**src/hdl/pilot_state_detector_macros.svh**
```systemverilog
// assertion helpers for the pilot state detector
`ifndef PILOT_STATE_DETECTOR_MACROS_SVH
`define PILOT_STATE_DETECTOR_MACROS_SVH

// same-cycle implication, disabled during reset
`define PSD_ASSERT_NOW(label, clk, rst_n, ante, cons) \
  label: assert property (@(posedge clk) disable iff (!rst_n) (ante) |-> (cons)) \
    else $error("pilot state detector check failed");

// next-cycle implication, disabled during reset
`define PSD_ASSERT_NEXT(label, clk, rst_n, ante, cons) \
  label: assert property (@(posedge clk) disable iff (!rst_n) (ante) |=> (cons)) \
    else $error("pilot state detector check failed");

`endif

```
**src/hdl/psd_pkg.sv**
```systemverilog
`default_nettype none
package psd_pkg;

  localparam int SAMPLE_BITS  = 12;
  localparam int STABLE_COUNT = 3;
  localparam int CNT_W        = $clog2(STABLE_COUNT + 1);
  localparam int OFFSET_W     = 12;
  localparam int GAIN_W       = 16;
  localparam int FRAC_BITS    = 12;
  localparam int MV_W         = 16;
  localparam int DIFF_W       = ((SAMPLE_BITS > OFFSET_W) ? SAMPLE_BITS : OFFSET_W) + 1;
  localparam int PROD_W       = DIFF_W + GAIN_W;
  localparam int CFG_IDX_W    = 3;
  localparam int CFG_DATA_W   = 16;

  // register indexes
  localparam logic [CFG_IDX_W-1:0] REG_PWM_ACTIVE        = 3'd0;
  localparam logic [CFG_IDX_W-1:0] REG_ZERO_OFFSET       = 3'd1;
  localparam logic [CFG_IDX_W-1:0] REG_GAIN_Q12          = 3'd2;
  localparam logic [CFG_IDX_W-1:0] REG_THR_NOT_CONNECTED = 3'd3;
  localparam logic [CFG_IDX_W-1:0] REG_THR_CONNECTED     = 3'd4;
  localparam logic [CFG_IDX_W-1:0] REG_THR_READY         = 3'd5;
  localparam logic [CFG_IDX_W-1:0] REG_THR_VENTILATION   = 3'd6;
  localparam logic [CFG_IDX_W-1:0] REG_THR_NEG_RAIL      = 3'd7;

  // vehicle state codes
  localparam logic [2:0] ST_STANDBY     = 3'd0;
  localparam logic [2:0] ST_CONNECTED   = 3'd1;
  localparam logic [2:0] ST_CHARGING    = 3'd2;
  localparam logic [2:0] ST_VENTILATION = 3'd3;
  localparam logic [2:0] ST_NO_POWER    = 3'd4;
  localparam logic [2:0] ST_ERROR       = 3'd5;

  typedef struct packed {
    logic [SAMPLE_BITS-1:0] sample_mv;
    logic                   sample_valid;
    logic                   window_end;
  } in_item_t;

  typedef struct packed {
    logic [2:0]             vehicle_state;
    logic signed [MV_W-1:0] high_mv;
    logic signed [MV_W-1:0] low_mv;
    logic                   state_changed;
    logic                   window_empty;
  } out_item_t;

  typedef struct packed {
    logic                   pwm_active;
    logic [OFFSET_W-1:0]    zero_offset;
    logic [GAIN_W-1:0]      gain_q12;
    logic signed [MV_W-1:0] thr_not_connected;
    logic signed [MV_W-1:0] thr_connected;
    logic signed [MV_W-1:0] thr_ready;
    logic signed [MV_W-1:0] thr_ventilation;
    logic signed [MV_W-1:0] thr_neg_rail;
  } cfg_t;

  // closed window
  typedef struct packed {
    logic [SAMPLE_BITS-1:0] peak;
    logic [SAMPLE_BITS-1:0] trough;
    logic                   seen;
  } win_t;

  // scaled products of a closed window
  typedef struct packed {
    logic signed [PROD_W-1:0] high_prod;
    logic signed [PROD_W-1:0] low_prod;
    logic                     empty;
  } prod_t;

endpackage
`default_nettype wire

```
**src/hdl/psd_regs.sv**
```systemverilog
`default_nettype none
module psd_regs (
  input  wire logic                           clk,
  input  wire logic                           rst_n,
  input  wire logic                           cfg_we,
  input  wire logic [psd_pkg::CFG_IDX_W-1:0]  cfg_index,
  input  wire logic [psd_pkg::CFG_DATA_W-1:0] cfg_wdata,
  output psd_pkg::cfg_t                       cfg
);
  import psd_pkg::*;

  cfg_t cfg_r;
  cfg_t cfg_nxt;

  always_comb begin
    cfg_nxt = cfg_r;
    if (cfg_we) begin
      case (cfg_index)
        REG_PWM_ACTIVE:        cfg_nxt.pwm_active        = cfg_wdata[0];
        REG_ZERO_OFFSET:       cfg_nxt.zero_offset       = cfg_wdata[OFFSET_W-1:0];
        REG_GAIN_Q12:          cfg_nxt.gain_q12          = cfg_wdata[GAIN_W-1:0];
        REG_THR_NOT_CONNECTED: cfg_nxt.thr_not_connected = $signed(cfg_wdata[MV_W-1:0]);
        REG_THR_CONNECTED:     cfg_nxt.thr_connected     = $signed(cfg_wdata[MV_W-1:0]);
        REG_THR_READY:         cfg_nxt.thr_ready         = $signed(cfg_wdata[MV_W-1:0]);
        REG_THR_VENTILATION:   cfg_nxt.thr_ventilation   = $signed(cfg_wdata[MV_W-1:0]);
        REG_THR_NEG_RAIL:      cfg_nxt.thr_neg_rail      = $signed(cfg_wdata[MV_W-1:0]);
        default:               cfg_nxt = cfg_r;
      endcase
    end
  end

  always_ff @(posedge clk) begin
    if (!rst_n) begin
      cfg_r.pwm_active        <= 1'b0;
      cfg_r.zero_offset       <= '0;
      cfg_r.gain_q12          <= 16'd4096;
      cfg_r.thr_not_connected <= 16'sd11000;
      cfg_r.thr_connected     <= 16'sd8000;
      cfg_r.thr_ready         <= 16'sd5000;
      cfg_r.thr_ventilation   <= 16'sd2000;
      cfg_r.thr_neg_rail      <= -16'sd11000;
    end else begin
      cfg_r <= cfg_nxt;
    end
  end

  assign cfg = cfg_r;

endmodule
`default_nettype wire

```
**src/hdl/psd_window.sv**
```systemverilog
`default_nettype none
module psd_window (
  input  wire logic              clk,
  input  wire logic              rst_n,
  input  wire logic              in_valid,
  output logic                   in_ready,
  input  wire psd_pkg::in_item_t in_data,
  output logic                   win_valid,
  input  wire logic              win_ready,
  output psd_pkg::win_t          win
);
  import psd_pkg::*;

  logic [SAMPLE_BITS-1:0] peak_r, peak_nxt;
  logic [SAMPLE_BITS-1:0] trough_r, trough_nxt;
  logic                   seen_r, seen_nxt;
  logic                   win_valid_r, win_valid_nxt;
  win_t                   win_r, win_nxt;
  logic [SAMPLE_BITS-1:0] upd_peak, upd_trough;
  logic                   upd_seen;
  logic                   acc;

  assign in_ready = !win_valid_r || win_ready;
  assign acc      = in_valid && in_ready;

  // running extremes including the current sample
  always_comb begin
    upd_peak   = peak_r;
    upd_trough = trough_r;
    upd_seen   = seen_r;
    if (in_data.sample_valid) begin
      if (in_data.sample_mv > peak_r) upd_peak = in_data.sample_mv;
      if (in_data.sample_mv < trough_r) upd_trough = in_data.sample_mv;
      upd_seen = 1'b1;
    end
  end

  always_comb begin
    peak_nxt      = peak_r;
    trough_nxt    = trough_r;
    seen_nxt      = seen_r;
    win_nxt       = win_r;
    win_valid_nxt = win_valid_r && !win_ready;
    if (acc) begin
      if (in_data.window_end) begin
        win_nxt.peak   = upd_peak;
        win_nxt.trough = upd_trough;
        win_nxt.seen   = upd_seen;
        win_valid_nxt  = 1'b1;
        peak_nxt       = '0;
        trough_nxt     = '1;
        seen_nxt       = 1'b0;
      end else begin
        peak_nxt   = upd_peak;
        trough_nxt = upd_trough;
        seen_nxt   = upd_seen;
      end
    end
  end

  always_ff @(posedge clk) begin
    if (!rst_n) begin
      peak_r      <= '0;
      trough_r    <= '1;
      seen_r      <= 1'b0;
      win_valid_r <= 1'b0;
    end else begin
      peak_r      <= peak_nxt;
      trough_r    <= trough_nxt;
      seen_r      <= seen_nxt;
      win_valid_r <= win_valid_nxt;
    end
  end

  always_ff @(posedge clk) begin
    win_r <= win_nxt;
  end

  assign win_valid = win_valid_r;
  assign win       = win_r;

endmodule
`default_nettype wire

```
**src/hdl/psd_scale.sv**
```systemverilog
`default_nettype none
module psd_scale (
  input  wire logic          clk,
  input  wire logic          rst_n,
  input  wire psd_pkg::cfg_t cfg,
  input  wire logic          win_valid,
  output logic               win_ready,
  input  wire psd_pkg::win_t win,
  output logic               prod_valid,
  input  wire logic          prod_ready,
  output psd_pkg::prod_t     prod
);
  import psd_pkg::*;

  logic                     prod_valid_r, prod_valid_nxt;
  prod_t                    prod_r, prod_nxt;
  logic signed [DIFF_W-1:0] high_diff, low_diff;
  logic signed [PROD_W-1:0] gain_ext;
  logic                     adv;

  assign win_ready = !prod_valid_r || prod_ready;
  assign adv       = win_valid && win_ready;

  // offset removal, both operands are below half the diff range
  assign high_diff = $signed(DIFF_W'(win.peak)) - $signed(DIFF_W'(cfg.zero_offset));
  assign low_diff  = $signed(DIFF_W'(win.trough)) - $signed(DIFF_W'(cfg.zero_offset));
  assign gain_ext  = $signed(PROD_W'(cfg.gain_q12));

  always_comb begin
    prod_nxt           = prod_r;
    prod_valid_nxt     = prod_valid_r && !prod_ready;
    if (adv) begin
      prod_nxt.high_prod = PROD_W'(high_diff) * gain_ext;
      prod_nxt.low_prod  = PROD_W'(low_diff) * gain_ext;
      prod_nxt.empty     = !win.seen;
      prod_valid_nxt     = 1'b1;
    end
  end

  always_ff @(posedge clk) begin
    if (!rst_n) begin
      prod_valid_r <= 1'b0;
    end else begin
      prod_valid_r <= prod_valid_nxt;
    end
  end

  always_ff @(posedge clk) begin
    prod_r <= prod_nxt;
  end

  assign prod_valid = prod_valid_r;
  assign prod       = prod_r;

endmodule
`default_nettype wire

```
**src/hdl/psd_classify.sv**
```systemverilog
`default_nettype none
module psd_classify (
  input  wire logic           clk,
  input  wire logic           rst_n,
  input  wire psd_pkg::cfg_t  cfg,
  input  wire logic           prod_valid,
  output logic                prod_ready,
  input  wire psd_pkg::prod_t prod,
  output logic                out_valid,
  input  wire logic           out_ready,
  output psd_pkg::out_item_t  out_data
);
  import psd_pkg::*;

  localparam int QW = PROD_W - FRAC_BITS;

  logic [2:0]             cand_r, cand_nxt;
  logic [CNT_W-1:0]       cnt_r, cnt_nxt;
  logic [2:0]             comm_r, comm_nxt;
  logic signed [MV_W-1:0] last_high_r, last_high_nxt;
  logic signed [MV_W-1:0] last_low_r, last_low_nxt;
  logic                   out_valid_r, out_valid_nxt;
  out_item_t              out_r, out_nxt;
  logic signed [MV_W-1:0] high_mv, low_mv;
  logic [2:0]             det;
  logic                   changed;
  logic                   adv;

  // divide by 2^FRAC_BITS rounding toward zero, then clamp to MV_W bits
  function automatic logic signed [MV_W-1:0] to_mv(input logic signed [PROD_W-1:0] p);
    logic signed [PROD_W-1:0] biased;
    logic signed [QW-1:0]     q;
    logic                     ovf;
    biased = p + (p[PROD_W-1] ? PROD_W'((1 << FRAC_BITS) - 1) : PROD_W'(0));
    q      = QW'(biased >>> FRAC_BITS);
    ovf    = (q[QW-1:MV_W-1] != {(QW-MV_W+1){q[QW-1]}});
    if (ovf) to_mv = q[QW-1] ? {1'b1, {(MV_W-1){1'b0}}} : {1'b0, {(MV_W-1){1'b1}}};
    else     to_mv = q[MV_W-1:0];
  endfunction

  assign prod_ready = !out_valid_r || out_ready;
  assign adv        = prod_valid && prod_ready;

  assign high_mv = to_mv(prod.high_prod);
  assign low_mv  = to_mv(prod.low_prod);

  always_comb begin
    if (high_mv >= cfg.thr_not_connected)    det = ST_STANDBY;
    else if (high_mv >= cfg.thr_connected)   det = ST_CONNECTED;
    else if (high_mv >= cfg.thr_ready)       det = ST_CHARGING;
    else if (high_mv >= cfg.thr_ventilation) det = ST_VENTILATION;
    else                                     det = ST_NO_POWER;
    // missing diode
    if (cfg.pwm_active && det != ST_STANDBY && low_mv > cfg.thr_neg_rail) det = ST_ERROR;
  end

  always_comb begin
    cand_nxt      = cand_r;
    cnt_nxt       = cnt_r;
    comm_nxt      = comm_r;
    last_high_nxt = last_high_r;
    last_low_nxt  = last_low_r;
    changed       = 1'b0;
    out_nxt       = out_r;
    out_valid_nxt = out_valid_r && !out_ready;
    if (adv) begin
      if (!prod.empty) begin
        last_high_nxt = high_mv;
        last_low_nxt  = low_mv;
        if (det == cand_r) begin
          if (cnt_r < CNT_W'(STABLE_COUNT)) cnt_nxt = cnt_r + CNT_W'(1);
        end else begin
          cand_nxt = det;
          cnt_nxt  = '0;
        end
        if (cnt_nxt >= CNT_W'(STABLE_COUNT) && cand_nxt != comm_r) begin
          comm_nxt = cand_nxt;
          changed  = 1'b1;
        end
      end
      out_nxt.vehicle_state = comm_nxt;
      out_nxt.high_mv       = last_high_nxt;
      out_nxt.low_mv        = last_low_nxt;
      out_nxt.state_changed = changed;
      out_nxt.window_empty  = prod.empty;
      out_valid_nxt         = 1'b1;
    end
  end

  always_ff @(posedge clk) begin
    if (!rst_n) begin
      cand_r      <= ST_ERROR;
      cnt_r       <= '0;
      comm_r      <= ST_STANDBY;
      last_high_r <= '0;
      last_low_r  <= '0;
      out_valid_r <= 1'b0;
    end else begin
      cand_r      <= cand_nxt;
      cnt_r       <= cnt_nxt;
      comm_r      <= comm_nxt;
      last_high_r <= last_high_nxt;
      last_low_r  <= last_low_nxt;
      out_valid_r <= out_valid_nxt;
    end
  end

  always_ff @(posedge clk) begin
    out_r <= out_nxt;
  end

  assign out_valid = out_valid_r;
  assign out_data  = out_r;

endmodule
`default_nettype wire

```
**src/hdl/pilot_state_detector.sv**
```systemverilog
// pilot state detector
// input channel (in_valid / in_ready): one ADC sample transaction per cycle while in_ready is high,
//   carrying sample_mv, sample_valid and window_end; a valid sample extends
//   the running peak and trough of the open window
// a transaction with window_end set closes the window after its own sample
//   and yields exactly one result transaction; other transactions yield none
// result channel (out_valid / out_ready): committed vehicle state, converted
//   peak and trough in pilot millivolts, state_changed and window_empty
// after its closing transaction is taken, a result passes through the window
//   register, the multiplier register and the classify/output register
// throughput: one input transaction per cycle while out_ready keeps results
//   draining; each window close costs one pass through the two-multiplier scale
//   stage and the debounce register, each taking a new window as it passes one on
// stall: the three stages form an elastic pipeline, so up to three results
//   may queue while out_ready is low; in_ready drops only once all three
//   are full and rises again combinationally in the same cycle as out_ready
// reset (rst_n low, synchronous): open window cleared, debounce candidate
//   set to error with count zero, committed state standby, last peak/trough
//   zero, registers at their defaults, no result pending
// configuration: cfg_we writes cfg_wdata into register cfg_index at once;
//   write only while no transaction is in flight
`default_nettype none
`include "pilot_state_detector_macros.svh"
module pilot_state_detector (
  input  wire logic                           clk,
  input  wire logic                           rst_n,
  input  wire logic                           in_valid,
  output logic                                in_ready,
  input  wire psd_pkg::in_item_t              in_data,
  output logic                                out_valid,
  input  wire logic                           out_ready,
  output psd_pkg::out_item_t                  out_data,
  input  wire logic                           cfg_we,
  input  wire logic [psd_pkg::CFG_IDX_W-1:0]  cfg_index,
  input  wire logic [psd_pkg::CFG_DATA_W-1:0] cfg_wdata
);
  import psd_pkg::*;

  cfg_t  cfg;
  win_t  win;
  prod_t prod;
  logic  win_valid, win_ready;
  logic  prod_valid, prod_ready;

  // register bank
  psd_regs u_regs (
    .clk       (clk),
    .rst_n     (rst_n),
    .cfg_we    (cfg_we),
    .cfg_index (cfg_index),
    .cfg_wdata (cfg_wdata),
    .cfg       (cfg)
  );

  // peak/trough tracking, hands over closed windows
  psd_window u_window (
    .clk       (clk),
    .rst_n     (rst_n),
    .in_valid  (in_valid),
    .in_ready  (in_ready),
    .in_data   (in_data),
    .win_valid (win_valid),
    .win_ready (win_ready),
    .win       (win)
  );

  // offset and gain multiply
  psd_scale u_scale (
    .clk        (clk),
    .rst_n      (rst_n),
    .cfg        (cfg),
    .win_valid  (win_valid),
    .win_ready  (win_ready),
    .win        (win),
    .prod_valid (prod_valid),
    .prod_ready (prod_ready),
    .prod       (prod)
  );

  // shift, saturate, threshold, debounce, result register
  psd_classify u_classify (
    .clk        (clk),
    .rst_n      (rst_n),
    .cfg        (cfg),
    .prod_valid (prod_valid),
    .prod_ready (prod_ready),
    .prod       (prod),
    .out_valid  (out_valid),
    .out_ready  (out_ready),
    .out_data   (out_data)
  );

  // input stalls only when every stage holds a window
  `PSD_ASSERT_NOW(a_stall_full, clk, rst_n, !in_ready, win_valid && prod_valid && out_valid)
  // an empty window never commits a change
  `PSD_ASSERT_NOW(a_empty_nochange, clk, rst_n, out_valid && out_data.window_empty,
    !out_data.state_changed)
  // a closing transaction always reaches the window register
  `PSD_ASSERT_NEXT(a_close_taken, clk, rst_n, in_valid && in_ready && in_data.window_end,
    win_valid)

endmodule
`default_nettype wire

```
**config.mk**
```make
export PLATFORM = sky130hd
export DESIGN_NAME = pilot_state_detector
export DESIGN_NICKNAME = d
export VERILOG_FILES = /design/src/hdl/psd_pkg.sv /design/src/hdl/psd_regs.sv /design/src/hdl/psd_window.sv /design/src/hdl/psd_scale.sv /design/src/hdl/psd_classify.sv /design/src/hdl/pilot_state_detector.sv
export VERILOG_INCLUDE_DIRS = /design/src /design/src/hdl
export SDC_FILE = /design/constraint.sdc
export NUM_CORES = 2
export LEC_CHECK = 0
export ABC_AREA = 1
export BUFFER_PORTS_ARGS = -buffer_cell sky130_fd_sc_hd__buf_2
export CELL_PAD_IN_SITES_DETAIL_PLACEMENT = 0
export CELL_PAD_IN_SITES_GLOBAL_PLACEMENT = 1
export CORE_MARGIN = 3
export CORE_UTILIZATION = 35
export CTS_CLUSTER_DIAMETER = 100
export DETAILED_ROUTE_END_ITERATION = 10
export HOLD_SLACK_MARGIN = 0.08
export PLACE_DENSITY = 0.67
export SYNTH_ARGS = -nofsm -noshare
export SYNTH_HDL_FRONTEND = slang
export SYNTH_SLANG_ARGS = --single-unit
```
**constraint.sdc**
```tcl
create_clock -name clk -period 10 [get_ports clk]
set_input_delay 2 -clock clk [delete_from_list [all_inputs] [get_ports clk]]
set_output_delay 2 -clock clk [all_outputs]
set_load 0.005 [all_outputs]
```
==> reports/summary.md <==
STA classifies the critical path startpoint as a flip-flop. For the final global-route overflow total, the log shows 0. The total standard cell area after synthesis came out at 29100 um2.

Along the worst path, the maximum fanout reaches 12. The tools report the pin count of the biggest net entering global routing as 86. Once the clock tree was built, the setup fixing pass inserted 0 buffers.

The logs give 82200 um2 for the core area and 5 for the detailed-router iteration count before antenna repair. In this run, post-CTS hold repair placed 0 buffers. When the netlist entered floorplanning its net count stood at 4225.

Of all flip-flops after synthesis, the portion carrying an async set or reset was 0%. Non-filler instance count after layout: 4648. Share of final-layout standard cells stronger than drive strength 1: 6.07%. The synthesized design contains 121 enable-type register cells. The tools report the number of sinks on the clock net as 298. The share of the yosys chip area belonging to registers was 24.6%. The netlist uses 53 different library cells. For the final number of hold-violating endpoints, the log shows 0. Dividing the detail-routed wire length by the instance count gives 18.0 um. By startpoint and endpoint, the worst setup path is classified as flip-flop to flip-flop. The final critical-path share of the clock period is 79.9%.

Number of register bits inferred by synthesis: 298. Top cell type by total area after synthesis: fa_1. The die is 294 um tall.

Summed over all failing endpoints, the final setup total negative slack is 0 ns. In the final design database the tool counted 4245 nets. The critical-path cell with the highest stage delay was fa_1. The number of gates resized after CTS was 0. The initial utilization of the core area, before any placement, comes to 35.4%. The tool flagged a number of max-cap violations equal to 0.

The placement row count is 105. The final-report max-slew violation count is 0. Data arrival time at the worst-slack endpoint: 8.32 ns. The detail route stage leaves a number of antenna-violating nets equal to 0. The run gives 0.112 mV as the peak supply drop. Summed over its instances, the top area cell type makes up 21.3% of the synthesized netlist area. After filler insertion, the fill cell instance count of the layout stands at 8430.

Post-detailed-placement half-perimeter wirelength: 65.3 mm. Final critical delay including setup and external delays: 7.99 ns. By area the synthesized netlist is led by fa_1 21%, ha_1 15%, edfxtp_1 12%, dfxtp_1 12%, inv_1 8.6%. The tools report the level count of the clock H-tree as 2. The congestion estimate from routability-driven global placement came to 0.872.

Pin placement for this block handled 77 I/O pins. TritonCTS built the clock tree. No sink is reached through more buffers than the 3 on the longest clock path. The gate count after technology mapping is 3528, and the via total after detailed routing is 22700. In this design, the stage delay of the slowest critical-path cell is 0.50 ns. For this run, design rule violations remaining after detail routing come to 0. The worst hold slack across all endpoints was 0.451 ns. The vias per cell was 4.88.

Setup repair after global routing left no endpoint under its margin. The number of instances in the placed design is 4577, and the worst-skew pair later-pin latency is 0.56 ns. Among all flip-flop cells after synthesis, the most frequent one is dfxtp_1. For this design the ratio of total power to cell area is 167 nW/um2. Initial antenna violation count: 2. For the worst relative slew slack, the log shows 21.6%. The clock tree skew after final layout came out at 0.0145 ns. The relative area change from synthesis to final layout came out at 9.26%.

In this run the clock root is driven by a clkbuf_16. The tools report the type of element capturing the critical path as a flip-flop. The die is 294 um wide.

For the count of warnings emitted by yosys, the log shows 0. Static timing analysis puts the maximum clock frequency at 125 MHz. Each instance of the synthesized netlist takes up on average 8.26 um2. Setup violations remaining at the end of the flow were counted as 0.

The tools report the required arrival time at the worst endpoint as 10.33 ns. The global-route total usage across every layer is 19.8%, and the number of DRC violations after detailed-routing iteration 0 is 1324. Summed over all cells, the static leakage comes to 0.0154 uW. Counting the buffers created by CTS gives 39. For the wire length reported by the detailed router, the log shows 83.6 mm.

The run finished with clean final reports. First-pass GRT wire length: 132 mm. The CTS clock-pin slew for the worst setup and hold paths was 0.06 ns. The floorplan step defined a die boundary enclosing 86700 um2.

The number of buffer cells added on primary ports came out at 76. The tools report the number of global-route vias before repair as 22600. The actual transition at the worst max-transition pin was 1.17 ns. The worst hold path belongs to the class flip-flop to flip-flop.
-- cell usage after synthesis, drive strengths merged, types with 3 or more instances --
library cell,instances
a211oi,3
a21boi,7
a21o,13
a21oi,281
a31oi,7
buf,14
clkbuf,113
clkinv,9
dfxtp,177
edfxtp,121
fa,310
ha,349
inv,671
nand2,667
nand3,81
nand4,21
nor2,267
nor3,23
nor4,3
o211ai,27
o21a,15
o21ai,233
o21bai,8
or2,30
xnor2,23
xor2,43
-- flip-flops by register name, summed over array words and instances (netlist names) --
name and flops:
u_regs.cfg 109, u_window.trough_r 12, u_classify.cand_r 3, u_scale.prod_valid 1, u_classify.last_low_r 16, u_window.seen_r 1, u_classify.comm_r 3, u_classify.out_data 37
u_window.win_valid 1, u_window.win 25, u_classify.cnt_r 2, u_window.peak_r 12, u_classify.out_valid 1, u_classify.last_high_r 16, u_scale.prod 59
-- where the power goes --
part / total, uW / internal (uW) / switching [uW]
logic: 2480 / 883 / 1590
clock network: 1360 / 780 / 579
registers: 1480 / 1420 / 60.4
-- kinds of logic after synthesis --
group | synth area share (%)
xor+xnor | 2.19
buf+inv | 10.5
flops | 24.6
fa+ha+maj | 36.3
simple gates | 15.3
compound gates | 11.1
-- critical path: cells and delay by family (launching register included) --
kind,cells,cell delay [ns]
XOR/XNOR,2,0.82
adder cells (fa/ha/maj),9,3.48
buffers and inverters,6,0.75
flip-flops,1,0.35
AND/OR/NAND/NOR,5,0.89
AO/OA/AOI/OAI,5,1.46
-- final cells by class --
type                    count  area [um2]  share of cell area [%]
inverters                 680        2550                    8.02
diodes                      1        2.50                 0.00786
clock buffers              53        1060                    3.33
well taps                1070        1340                    4.21
multi-input cells        2423       18900                    59.4
repair buffers            106         608                    1.91
clock inverters            17         175                   0.550
flip-flops and latches    298        7180                    22.5
-- final timing paths --
| path | start | to | slack [ns] | depth (start not counted) |
|---|---|---|---|---|
| max reg2reg | u_window.win[13]$_DFFE_PP_ | u_scale.prod[52]$_DFFE_PP_ | 2.01 | 27 |
| min reg2reg | u_classify.last_low_r[15]$_SDFFE_PN0P_ | u_classify.last_low_r[15]$_SDFFE_PN0P_ | 0.45 | 2 |
| max | u_window.win[13]$_DFFE_PP_ | u_scale.prod[52]$_DFFE_PP_ | 2.01 | 27 |
| min | u_classify.last_low_r[15]$_SDFFE_PN0P_ | u_classify.last_low_r[15]$_SDFFE_PN0P_ | 0.45 | 2 |
-- routing by layer --
metal | global-route usage, % | share of wire, % | up-vias
li1 | - | - | 11200
met1 | 28.3 | 48 | 10800
met2 | 31.0 | 44 | 540
met3 | 3.06 | 5.7 | 123
met4 | 5.44 | 2.8 | 2
met5 | 0 | 0.016 | -
-- metrics by stage --
stage | power [uW] | cell area [um2] | setup slack, ns | utilization (%)
floorplan | 3200 | 29100 | 3.04 | -
global placement | 3960 | 30600 | 2.36 | 37.2
detailed placement | 3950 | 30600 | 2.11 | 37.2
CTS | 5360 | 31800 | 2.09 | 38.7
global route | 5780 | 31800 | 1.44 | 38.7
finish | 5320 | 31800 | 2.01 | 38.7
-- cell usage in the layout, fill, tap and decap left out, drive strengths merged, types with 22 or more instances in the layout --
cell type and count:
nor2 267, nand2 667, fa 310, nand3 81, o21ai 233, dfxtp 177, o211ai 27, or2 30
nor3 23, ha 349, xor2 43, clkbuf 53, clkinv 22, inv 673, buf 106, xnor2 23
edfxtp 121, a21oi 281
No activity file was read; power rests on OpenSTA's default activity.
